## src/sbbm_pkg.sv

```systemverilog
package sbbm_pkg;

    // Default widths, handed down as parameter defaults from the top level.
    localparam int DEF_SAMPLE_BITS    = 24;
    localparam int DEF_COEF_FRAC_BITS = 22;

    // Wet gain: Q1.16, unity is 2^16.
    localparam int WET_BITS = 17;
    localparam int WET_ONE  = 65536;

    // Configuration register indexes.
    localparam int REG_INDEX_BITS = 3;
    localparam logic [REG_INDEX_BITS-1:0] REG_COEF_B0 = 3'd0;
    localparam logic [REG_INDEX_BITS-1:0] REG_COEF_B2 = 3'd1;
    localparam logic [REG_INDEX_BITS-1:0] REG_COEF_A1 = 3'd2;
    localparam logic [REG_INDEX_BITS-1:0] REG_COEF_A2 = 3'd3;
    localparam logic [REG_INDEX_BITS-1:0] REG_WET_MIX = 3'd4;

    // Microprogram geometry.
    localparam int STEP_BITS = 4;
    localparam logic [STEP_BITS-1:0] STEP_START = 4'd0;
    localparam logic [STEP_BITS-1:0] STEP_LAST  = 4'd9;

    // Sequencer states.
    typedef enum logic [1:0] {
        ST_IDLE,
        ST_RUN,
        ST_DONE
    } seq_state_t;

    // Multiplier operand A: a coefficient or a mix gain.
    typedef enum logic [2:0] {
        A_B0,
        A_B2,
        A_A1,
        A_A2,
        A_DRY,
        A_WET
    } a_sel_t;

    // Multiplier operand B: a sample of the selected channel.
    typedef enum logic [2:0] {
        B_X0,
        B_XD2,
        B_YD1,
        B_YD2,
        B_Y0
    } b_sel_t;

    // What the accumulator does with the product registered in the step before.
    typedef enum logic [1:0] {
        ACC_HOLD,
        ACC_LOAD,
        ACC_ADD,
        ACC_SUB
    } acc_op_t;

    // One control word of the microprogram.
    typedef struct packed {
        logic                 mul_en;
        a_sel_t               a_sel;
        b_sel_t               b_sel;
        acc_op_t              acc_op;
        logic                 y_load;
        logic                 finish;
        logic                 jmp_chan;
        logic [STEP_BITS-1:0] jmp_target;
    } ucode_t;

    // Control from the sequencer to the datapath.
    typedef struct packed {
        ucode_t op;
        logic   chan;
    } sbbm_ctrl_t;

    // Per-channel program. The accumulator works on the multiplier's product from the product register.
    function automatic ucode_t ucode_rom(input logic [STEP_BITS-1:0] step);
        ucode_t w;
        w = '0;
        case (step)
            4'd0:
            begin
                w.mul_en = 1'b1; w.a_sel = A_B0; w.b_sel = B_X0;
            end
            4'd1:
            begin
                w.mul_en = 1'b1; w.a_sel = A_B2; w.b_sel = B_XD2; w.acc_op = ACC_LOAD;
            end
            4'd2:
            begin
                w.mul_en = 1'b1; w.a_sel = A_A1; w.b_sel = B_YD1; w.acc_op = ACC_ADD;
            end
            4'd3:
            begin
                w.mul_en = 1'b1; w.a_sel = A_A2; w.b_sel = B_YD2; w.acc_op = ACC_SUB;
            end
            4'd4:
            begin
                w.acc_op = ACC_SUB;
            end
            4'd5:
            begin
                w.y_load = 1'b1;
            end
            4'd6:
            begin
                w.mul_en = 1'b1; w.a_sel = A_DRY; w.b_sel = B_X0;
            end
            4'd7:
            begin
                w.mul_en = 1'b1; w.a_sel = A_WET; w.b_sel = B_Y0; w.acc_op = ACC_LOAD;
            end
            4'd8:
            begin
                w.acc_op = ACC_ADD;
            end
            4'd9:
            begin
                w.finish = 1'b1; w.jmp_chan = 1'b1; w.jmp_target = STEP_START;
            end
            default:
            begin
                w = '0;
            end
        endcase
        return w;
    endfunction

endpackage

```

## src/sbbm_in_if.sv

```systemverilog
interface sbbm_in_if import sbbm_pkg::*; #(
    parameter int SAMPLE_BITS = DEF_SAMPLE_BITS
) ();
    logic                          valid;
    logic                          ready;
    logic signed [SAMPLE_BITS-1:0] left_sample;
    logic signed [SAMPLE_BITS-1:0] right_sample;
    logic                          right_enabled;
    logic                          last_in_block;

    modport source (
        output valid, left_sample, right_sample, right_enabled, last_in_block,
        input  ready
    );
    modport sink (
        input  valid, left_sample, right_sample, right_enabled, last_in_block,
        output ready
    );
endinterface

```

## src/sbbm_out_if.sv

```systemverilog
interface sbbm_out_if import sbbm_pkg::*; #(
    parameter int SAMPLE_BITS = DEF_SAMPLE_BITS
) ();
    logic                          valid;
    logic                          ready;
    logic signed [SAMPLE_BITS-1:0] left_out;
    logic signed [SAMPLE_BITS-1:0] right_out;
    logic                          block_last;

    modport source (
        output valid, left_out, right_out, block_last,
        input  ready
    );
    modport sink (
        input  valid, left_out, right_out, block_last,
        output ready
    );
endinterface

```

## src/stereo_bandpass_biquad_mix.sv

```systemverilog
// Stereo bandpass biquad with dry/wet mix. One stereo frame per input beat gives
// one output beat. A shared multiplier runs a ten-step microprogram per filtered
// channel, and the right channel is filtered only when the frame enables it; when
// wet_mix is zero the frame skips the microprogram and passes straight through.
// The output register lets a finished beat wait while the next frame is taken.
// The user must write configuration only while idle; the block does not enforce it.
module stereo_bandpass_biquad_mix import sbbm_pkg::*; #(
    parameter int SAMPLE_BITS    = DEF_SAMPLE_BITS,
    parameter int COEF_FRAC_BITS = DEF_COEF_FRAC_BITS
) (
    input  logic                   clk,
    input  logic                   rst_n,
    sbbm_in_if.sink                samples,
    sbbm_out_if.source             mixed,
    input  logic                   wr_en,
    input  logic [REG_INDEX_BITS-1:0] wr_index,
    input  logic [((COEF_FRAC_BITS + 2 > WET_BITS) ? COEF_FRAC_BITS + 2 : WET_BITS)-1:0] wr_data
);

    localparam int COEF_BITS = COEF_FRAC_BITS + 2;

    seq_state_t                    state_reg, state_next;
    logic [STEP_BITS-1:0]          step_reg, step_next;
    logic                          ch_reg, ch_next;
    logic                          out_valid_reg;

    logic signed [COEF_BITS-1:0]   b0_reg, b2_reg, a1_reg, a2_reg;
    logic        [WET_BITS-1:0]    wet_reg;
    logic        [WET_BITS-1:0]    wet_eff;

    logic signed [SAMPLE_BITS-1:0] x_l_reg, x_r_reg;
    logic                          r_en_reg, last_reg;
    logic signed [SAMPLE_BITS-1:0] res_l_reg, res_r_reg;
    logic signed [SAMPLE_BITS-1:0] out_l_reg, out_r_reg;
    logic                          out_last_reg;

    ucode_t                        word;
    sbbm_ctrl_t                    ctrl;
    logic signed [SAMPLE_BITS-1:0] mix_sample;
    logic                          in_beat;
    logic                          out_load;

    // Configuration registers.
    always_ff @(posedge clk or negedge rst_n)
    begin
        if (!rst_n)
        begin
            b0_reg  <= '0;
            b2_reg  <= '0;
            a1_reg  <= '0;
            a2_reg  <= '0;
            wet_reg <= '0;
        end
        else if (wr_en)
        begin
            case (wr_index)
                REG_COEF_B0: b0_reg  <= signed'(wr_data[COEF_BITS-1:0]);
                REG_COEF_B2: b2_reg  <= signed'(wr_data[COEF_BITS-1:0]);
                REG_COEF_A1: a1_reg  <= signed'(wr_data[COEF_BITS-1:0]);
                REG_COEF_A2: a2_reg  <= signed'(wr_data[COEF_BITS-1:0]);
                REG_WET_MIX: wet_reg <= wr_data[WET_BITS-1:0];
                default:     wet_reg <= wet_reg;
            endcase
        end
    end

    // A wet gain above unity acts as unity.
    assign wet_eff = (wet_reg > WET_BITS'(WET_ONE)) ? WET_BITS'(WET_ONE) : wet_reg;

    assign samples.ready = (state_reg == ST_IDLE);
    assign in_beat       = samples.valid && samples.ready;
    assign out_load      = (state_reg == ST_DONE) && (!out_valid_reg || mixed.ready);

    assign word      = ucode_rom(step_reg);
    assign ctrl.op   = (state_reg == ST_RUN) ? word : '0;
    assign ctrl.chan = ch_reg;

    // Sequencer: step counter, channel select and the conditional jump.
    always_comb
    begin
        state_next = state_reg;
        step_next  = step_reg;
        ch_next    = ch_reg;
        case (state_reg)
            ST_IDLE:
            begin
                if (in_beat)
                begin
                    step_next  = STEP_START;
                    ch_next    = 1'b0;
                    state_next = (wet_eff == '0) ? ST_DONE : ST_RUN;
                end
            end
            ST_RUN:
            begin
                if (word.jmp_chan)
                begin
                    if (!ch_reg && r_en_reg)
                    begin
                        ch_next   = 1'b1;
                        step_next = word.jmp_target;
                    end
                    else
                    begin
                        state_next = ST_DONE;
                    end
                end
                else
                begin
                    step_next = step_reg + 1'b1;
                end
            end
            ST_DONE:
            begin
                if (out_load)
                    state_next = ST_IDLE;
            end
            default:
            begin
                state_next = ST_IDLE;
            end
        endcase
    end

    always_ff @(posedge clk or negedge rst_n)
    begin
        if (!rst_n)
        begin
            state_reg     <= ST_IDLE;
            step_reg      <= STEP_START;
            ch_reg        <= 1'b0;
            out_valid_reg <= 1'b0;
        end
        else
        begin
            state_reg <= state_next;
            step_reg  <= step_next;
            ch_reg    <= ch_next;
            if (out_load)
                out_valid_reg <= 1'b1;
            else if (mixed.ready)
                out_valid_reg <= 1'b0;
        end
    end

    // Frame capture and per-channel results; unfiltered channels keep the input.
    always_ff @(posedge clk)
    begin
        if (in_beat)
        begin
            x_l_reg   <= samples.left_sample;
            x_r_reg   <= samples.right_sample;
            r_en_reg  <= samples.right_enabled;
            last_reg  <= samples.last_in_block;
            res_l_reg <= samples.left_sample;
            res_r_reg <= samples.right_sample;
        end
        else if (ctrl.op.finish)
        begin
            if (ch_reg)
                res_r_reg <= mix_sample;
            else
                res_l_reg <= mix_sample;
        end
        if (out_load)
        begin
            out_l_reg    <= res_l_reg;
            out_r_reg    <= res_r_reg;
            out_last_reg <= last_reg;
        end
    end

    assign mixed.valid      = out_valid_reg;
    assign mixed.left_out   = out_l_reg;
    assign mixed.right_out  = out_r_reg;
    assign mixed.block_last = out_last_reg;

    sbbm_datapath #(
        .SAMPLE_BITS    (SAMPLE_BITS),
        .COEF_FRAC_BITS (COEF_FRAC_BITS)
    ) u_datapath (
        .clk        (clk),
        .rst_n      (rst_n),
        .ctrl       (ctrl),
        .coef_b0    (b0_reg),
        .coef_b2    (b2_reg),
        .coef_a1    (a1_reg),
        .coef_a2    (a2_reg),
        .wet        (wet_eff),
        .x_left     (x_l_reg),
        .x_right    (x_r_reg),
        .mix_sample (mix_sample)
    );

    // A frame taken with zero wet gain goes straight to the output stage.
    a_bypass: assert property (@(posedge clk) disable iff (!rst_n)
        (in_beat && (wet_eff == '0)) |=> (state_reg == ST_DONE))
        else $error("bypass frame entered the microprogram");

    // The step counter never runs past the end of the program.
    a_step_range: assert property (@(posedge clk) disable iff (!rst_n)
        (state_reg == ST_RUN) |-> (step_reg <= STEP_LAST))
        else $error("step counter beyond the microprogram");

    // The right channel is only filtered when the frame asked for it.
    a_right_only_enabled: assert property (@(posedge clk) disable iff (!rst_n)
        ((state_reg == ST_RUN) && ch_reg) |-> r_en_reg)
        else $error("right channel filtered while disabled");

    // A new output beat only appears after the sequencer has finished a frame.
    a_out_after_done: assert property (@(posedge clk) disable iff (!rst_n)
        $rose(out_valid_reg) |-> ($past(state_reg) == ST_DONE))
        else $error("output beat raised outside the done state");

endmodule

```

## src/sbbm_datapath.sv

```systemverilog
module sbbm_datapath import sbbm_pkg::*; #(
    parameter int SAMPLE_BITS    = DEF_SAMPLE_BITS,
    parameter int COEF_FRAC_BITS = DEF_COEF_FRAC_BITS
) (
    input  logic                             clk,
    input  logic                             rst_n,
    input  sbbm_ctrl_t                       ctrl,
    input  logic signed [COEF_FRAC_BITS+1:0] coef_b0,
    input  logic signed [COEF_FRAC_BITS+1:0] coef_b2,
    input  logic signed [COEF_FRAC_BITS+1:0] coef_a1,
    input  logic signed [COEF_FRAC_BITS+1:0] coef_a2,
    input  logic        [WET_BITS-1:0]       wet,
    input  logic signed [SAMPLE_BITS-1:0]    x_left,
    input  logic signed [SAMPLE_BITS-1:0]    x_right,
    output logic signed [SAMPLE_BITS-1:0]    mix_sample
);

    localparam int COEF_BITS = COEF_FRAC_BITS + 2;
    localparam int A_BITS    = (COEF_BITS > WET_BITS + 1) ? COEF_BITS : WET_BITS + 1;
    localparam int P_BITS    = A_BITS + SAMPLE_BITS;
    localparam int ACC_BITS  = P_BITS + 2;
    localparam logic signed [ACC_BITS-1:0] Y_HALF   = ACC_BITS'(1) <<< (COEF_FRAC_BITS - 1);
    localparam logic signed [ACC_BITS-1:0] MIX_HALF = ACC_BITS'(WET_ONE / 2);

    // Clamp to the signed sample range.
    function automatic logic signed [SAMPLE_BITS-1:0] saturate(
        input logic signed [ACC_BITS-1:0] v
    );
        logic signed [SAMPLE_BITS-1:0] r;
        if ((&v[ACC_BITS-1:SAMPLE_BITS-1]) || !(|v[ACC_BITS-1:SAMPLE_BITS-1]))
            r = v[SAMPLE_BITS-1:0];
        else if (v[ACC_BITS-1])
            r = {1'b1, {(SAMPLE_BITS-1){1'b0}}};
        else
            r = {1'b0, {(SAMPLE_BITS-1){1'b1}}};
        return r;
    endfunction

    logic signed [SAMPLE_BITS-1:0] xd1_reg [2];
    logic signed [SAMPLE_BITS-1:0] xd2_reg [2];
    logic signed [SAMPLE_BITS-1:0] yd1_reg [2];
    logic signed [SAMPLE_BITS-1:0] yd2_reg [2];
    logic signed [SAMPLE_BITS-1:0] y0_reg;
    logic signed [P_BITS-1:0]      prod_reg;
    logic signed [ACC_BITS-1:0]    acc_reg;

    logic        [WET_BITS:0]      dry_gain;
    logic signed [A_BITS-1:0]      a_op;
    logic signed [SAMPLE_BITS-1:0] b_op;
    logic signed [SAMPLE_BITS-1:0] x0;
    logic signed [P_BITS-1:0]      product;
    logic signed [ACC_BITS-1:0]    y_rounded;
    logic signed [ACC_BITS-1:0]    mix_rounded;

    assign x0       = ctrl.chan ? x_right : x_left;
    assign dry_gain = (WET_BITS + 1)'(WET_ONE) - {1'b0, wet};

    // Operand selection for the shared multiplier.
    always_comb
    begin
        case (ctrl.op.a_sel)
            A_B0:    a_op = A_BITS'(coef_b0);
            A_B2:    a_op = A_BITS'(coef_b2);
            A_A1:    a_op = A_BITS'(coef_a1);
            A_A2:    a_op = A_BITS'(coef_a2);
            A_DRY:   a_op = A_BITS'(signed'(dry_gain));
            A_WET:   a_op = A_BITS'(signed'({1'b0, wet}));
            default: a_op = '0;
        endcase
        case (ctrl.op.b_sel)
            B_X0:    b_op = x0;
            B_XD2:   b_op = xd2_reg[ctrl.chan];
            B_YD1:   b_op = yd1_reg[ctrl.chan];
            B_YD2:   b_op = yd2_reg[ctrl.chan];
            B_Y0:    b_op = y0_reg;
            default: b_op = '0;
        endcase
    end

    assign product = a_op * b_op;

    // Rounding half up, then saturation, for the biquad output and for the mix.
    assign y_rounded   = (acc_reg + Y_HALF) >>> COEF_FRAC_BITS;
    assign mix_rounded = (acc_reg + MIX_HALF) >>> 16;
    assign mix_sample  = saturate(mix_rounded);

    // Product register and accumulator.
    always_ff @(posedge clk)
    begin
        if (ctrl.op.mul_en)
            prod_reg <= product;
        case (ctrl.op.acc_op)
            ACC_LOAD: acc_reg <= ACC_BITS'(prod_reg);
            ACC_ADD:  acc_reg <= acc_reg + ACC_BITS'(prod_reg);
            ACC_SUB:  acc_reg <= acc_reg - ACC_BITS'(prod_reg);
            default:  acc_reg <= acc_reg;
        endcase
        if (ctrl.op.y_load)
            y0_reg <= saturate(y_rounded);
    end

    // Filter history, shifted once per filtered channel.
    always_ff @(posedge clk or negedge rst_n)
    begin
        if (!rst_n)
        begin
            for (int i = 0; i < 2; i++)
            begin
                xd1_reg[i] <= '0;
                xd2_reg[i] <= '0;
                yd1_reg[i] <= '0;
                yd2_reg[i] <= '0;
            end
        end
        else if (ctrl.op.finish)
        begin
            xd2_reg[ctrl.chan] <= xd1_reg[ctrl.chan];
            xd1_reg[ctrl.chan] <= x0;
            yd2_reg[ctrl.chan] <= yd1_reg[ctrl.chan];
            yd1_reg[ctrl.chan] <= y0_reg;
        end
    end

endmodule

```

## src/flat_wrapper.sv

```systemverilog
// flat-port wrapper written by rule: the top's interface ports become plain ports
module stereo_bandpass_biquad_mix_flat import sbbm_pkg::*;
#(
    parameter int SAMPLE_BITS    = DEF_SAMPLE_BITS,
    parameter int COEF_FRAC_BITS = DEF_COEF_FRAC_BITS
)
  (clk, rst_n, wr_en, wr_index, wr_data, samples_valid, samples_left_sample, samples_right_sample, samples_right_enabled, samples_last_in_block, samples_ready, mixed_valid, mixed_left_out, mixed_right_out, mixed_block_last, mixed_ready);
  sbbm_in_if #(.SAMPLE_BITS(SAMPLE_BITS)) samples_i ();
  sbbm_out_if #(.SAMPLE_BITS(SAMPLE_BITS)) mixed_i ();
  input  logic clk;
  input  logic rst_n;
  input  logic wr_en;
  input  logic [REG_INDEX_BITS-1:0] wr_index;
  input  logic [((COEF_FRAC_BITS + 2 > WET_BITS) ? COEF_FRAC_BITS + 2 : WET_BITS)-1:0] wr_data;
  input wire logic [$bits(samples_i.valid)-1:0] samples_valid;
  input wire logic [$bits(samples_i.left_sample)-1:0] samples_left_sample;
  input wire logic [$bits(samples_i.right_sample)-1:0] samples_right_sample;
  input wire logic [$bits(samples_i.right_enabled)-1:0] samples_right_enabled;
  input wire logic [$bits(samples_i.last_in_block)-1:0] samples_last_in_block;
  output wire logic [$bits(samples_i.ready)-1:0] samples_ready;
  output wire logic [$bits(mixed_i.valid)-1:0] mixed_valid;
  output wire logic [$bits(mixed_i.left_out)-1:0] mixed_left_out;
  output wire logic [$bits(mixed_i.right_out)-1:0] mixed_right_out;
  output wire logic [$bits(mixed_i.block_last)-1:0] mixed_block_last;
  input wire logic [$bits(mixed_i.ready)-1:0] mixed_ready;
  assign samples_i.valid = samples_valid;
  assign samples_i.left_sample = samples_left_sample;
  assign samples_i.right_sample = samples_right_sample;
  assign samples_i.right_enabled = samples_right_enabled;
  assign samples_i.last_in_block = samples_last_in_block;
  assign samples_ready = samples_i.ready;
  assign mixed_valid = mixed_i.valid;
  assign mixed_left_out = mixed_i.left_out;
  assign mixed_right_out = mixed_i.right_out;
  assign mixed_block_last = mixed_i.block_last;
  assign mixed_i.ready = mixed_ready;
  stereo_bandpass_biquad_mix #(.SAMPLE_BITS(SAMPLE_BITS), .COEF_FRAC_BITS(COEF_FRAC_BITS)) u_core (.clk(clk), .rst_n(rst_n), .samples(samples_i), .mixed(mixed_i), .wr_en(wr_en), .wr_index(wr_index), .wr_data(wr_data));
endmodule
```

## config.mk

```make
export PLATFORM = sky130hd
export DESIGN_NAME = stereo_bandpass_biquad_mix_flat
export DESIGN_NICKNAME = d
export VERILOG_FILES = /design/src/sbbm_pkg.sv /design/src/sbbm_in_if.sv /design/src/sbbm_out_if.sv /design/src/stereo_bandpass_biquad_mix.sv /design/src/sbbm_datapath.sv /design/src/flat_wrapper.sv
export SDC_FILE = /design/constraint.sdc
export NUM_CORES = 2
export LEC_CHECK = 0
export ABC_AREA = 1
export BUFFER_PORTS_ARGS = -buffer_cell sky130_fd_sc_hd__buf_2
export CAP_MARGIN = 25
export CORE_MARGIN = 3
export CORE_UTILIZATION = 40
export CTS_CLUSTER_SIZE = 25
export DETAILED_ROUTE_END_ITERATION = 7
export PLACE_DENSITY = 0.59
export SYNTH_ARGS = -nofsm -noshare
export SYNTH_HDL_FRONTEND = slang
export SYNTH_SLANG_ARGS = --single-unit
```

## constraint.sdc

```tcl
create_clock -name clk -period 8.9 [get_ports clk]
set_input_delay 0.89 -clock clk [delete_from_list [all_inputs] [get_ports clk]]
set_output_delay 0.89 -clock clk [all_outputs]
set_load 0.01 [all_outputs]
```

==> key figures <==
Run status
  • Outcome: finished, final reports clean

Detailed routing
  • Vias: 42970
  • Pre-antenna DRT Iters: 6
  • Post-DRT Antenna Nets: 0
  • Initial DRC count: 4082
  • # DRC: 0
  • Total wire length: 168600 um
  • WL per Instance: 20.37 um
  • Post-DR vias/cell: 5.190

GRT
  • GRT busiest layer: met2
  • Met3 GRT Util: 3.820%
  • GRT Residual Overflow: 0
  • First-pass GRT wire length: 262000 um
  • Global Route Usage Sum: 25.05%
  • M2 GR Usage: 40.33%
  • GR Util met1: 34.88%
  • Antenna violations before repair: 2
  • Number of global-route vias before repair: 43210
  • Largest net degree at the start of global routing: 102

Yosys
  • Post-Syn Instances: 6366
  • Post-synth EDFFs: 269
  • Syn Nets: 7244
  • Area leader, netlist: fa_1
  • Main flop type after synthesis: dfrtp_1
  • Mean post-synth cell area: 8.261 um2
  • Largest cells by area after synthesis: fa_1 23%, edfxtp_1 15%, dfrtp_1 15%, nand2_1 12%, inv_1 8.6%
  • Post-synth ARST share: 53.78%
  • #FFs+latches synth: 582
  • Post-Syn Area: 0.05259 mm2
  • Yosys cell types: 63
  • Yosys top cell area share: 23.14%
  • Yosys warns: 0
  • Register area share after synthesis: 30.25%

Placement
  • Post-DP HPWL: 135300 um
  • Buffers on Ports: 132
  • Placed cells: 8148
  • GPL Wtd Cong: 0.9634

Worst setup path
  • Worst r2r path cells: 32
  • CP peak stage delay: 0.63 ns
  • Crit-path max FO: 26
  • Crit Path Class: reg -> reg
  • Critical Path RT: 9.30 ns
  • Critical Path Start Type: flip-flop
  • CP max-delay cell: fa_1
  • Critical Path Sink Type: flip-flop
  • Worst path most repeated cell: fa_1
  • Worst EP arrival: 8.94 ns

Floorplan
  • Die width: 368.6 um
  • # IOs: 133
  • Die area: 0.1359 mm2
  • Num rows: 132
  • Core Area: 0.1300 mm2
  • Die Y: 368.6 um
  • Starting Density: 40.46%

Timing
  • Total negative setup slack: 0 ns
  • Worst Tran Pin Value: 1.032 ns
  • Slew Limit Fails: 0
  • Final worst path period need: 8.538 ns
  • Final hold vios: 0
  • Worst clock skew: 0.04253 ns
  • Fmax: 0.1171 GHz
  • Crit share post-route: 95.93%
  • # setup viols final: 0
  • Max_slew headroom: 31.05%

Clock network
  • H-tree Lvls: 3
  • # Post-CTS Setup Buffers: 0
  • Clock Sinks: 582
  • Total CTS buffers: 68
  • CTS tree: done
  • Clk Latency, worst-skew pair: 0.69 ns
  • Clk pin slew, worst setup/hold paths: 0.06 ns
  • Clk buf depth: 3
  • Cell at the root of the clock tree: clkbuf_16

Final layout
  • Final non-filler cell total: 8278
  • Max reg flops: 50
  • Commonest non-fill, non-tap cells in the layout: 1647 x nand2_1, 1192 x inv_1, 608 x fa_1, 463 x o21ai_0, 450 x nor2_1
  • Synth-to-layout area growth: 10.32%
  • Share of layout cells above drive strength 1: 7.653%
  • Nets: 7355
  • Commonest non-fill, non-tap cell in the layout: nand2_1

Job
  • Max-cap viol count: 0

Worst hold path
  • HP Class: in -> async
==> logic make-up after synthesis <==
group	Yosys count	synth area share, %
AND/OR/NAND/NOR	2473	19.22
buffers and inverters	1453	10.87
AO/OA/AOI/OAI	915	9.586
adder cells (fa/ha/maj)	796	27.62
flip-flops	582	30.25
XOR/XNOR	147	2.448
==> layout make-up <==
cell class	count	area (um2)
clock buffer	84	1792
multi-input combinational	4331	31120
fill	12970	71970
tap	1742	2180
sequential	582	15910
inverter	1225	4628
timing repair buffer	269	1868
clock inverter	42	508.0
antenna	3	7.507
==> stage by stage <==
step,util [%],hold slack [ns],worst slack [ns],area (um2)
5_1_grt,44.63,0.3001,-0.01676,58010
6_report,44.63,0.2594,0.3618,58010
3_5_place_dp,42.77,0.4045,0.2423,55600
4_1_cts,44.54,0.2645,0.2087,57900
2_1_floorplan,-,0.4003,0.6654,52590
3_3_place_gp,42.76,0.4005,0.1733,55580
==> layer usage <==
| layer | vias up | wire length (um) |
|---|---|---|
| li1 | 19950 | - |
| met1 | 21220 | 73780 |
| met2 | 1559 | 77990 |
| met3 | 239 | 11500 |
| met4 | 0 | 5340 |
| met5 | - | 0 |
==> worst paths after layout <==
path	start	to	slack, ns
worst max-delay path	u_core.state_reg[0]	u_core.u_datapath.prod_reg[45]	0.36
worst min-delay path	rst_n	u_core.u_datapath.xd2_reg[14]	0.26
worst max register to register	u_core.state_reg[0]	u_core.u_datapath.prod_reg[45]	0.36
worst min register to register	u_core.res_r_reg[14]	u_core.mixed.right_out[14]	0.41
max in group asynchronous	rst_n	u_core.b2_reg[22]	7.17
min in group clk	samples_last_in_block	u_core.last_reg	0.39
==> critical path, delay by kind of cell, from the launching register on <==
family | cells | cell delay [ns]
adder cells (fa/ha/maj) | 8 | 4.24
buffers and inverters | 12 | 1.69
AND/OR/NAND/NOR | 7 | 0.92
AO/OA/AOI/OAI | 4 | 0.77
flip-flops | 1 | 0.48
XOR/XNOR | 1 | 0.16
==> cell usage after synthesis, types with 37 or more instances <==
master / n
nand2_1: 1649
nand4_1: 43
xor2_1: 107
a21oi_1: 253
nor3_1: 37
clkbuf_1: 93
dfrtp_1: 313
a31oi_1: 49
nor2_1: 455
xnor2_1: 40
o21ai_0: 465
buf_2: 94
nand3_1: 186
inv_1: 1198
edfxtp_1: 269
fa_1: 608
ha_1: 188
==> repair_timing <==
item | CTS | global route
resized for setup | 0 | 24
endpoints found under the hold margin | 0 | 0
setup endpoints to repair | 0 | 19
hold buffers | 0 | 0
Power is left out: the tool's default activity adds up to more than one toggle a clock period on the data nets, which glitch-free logic cannot reach.
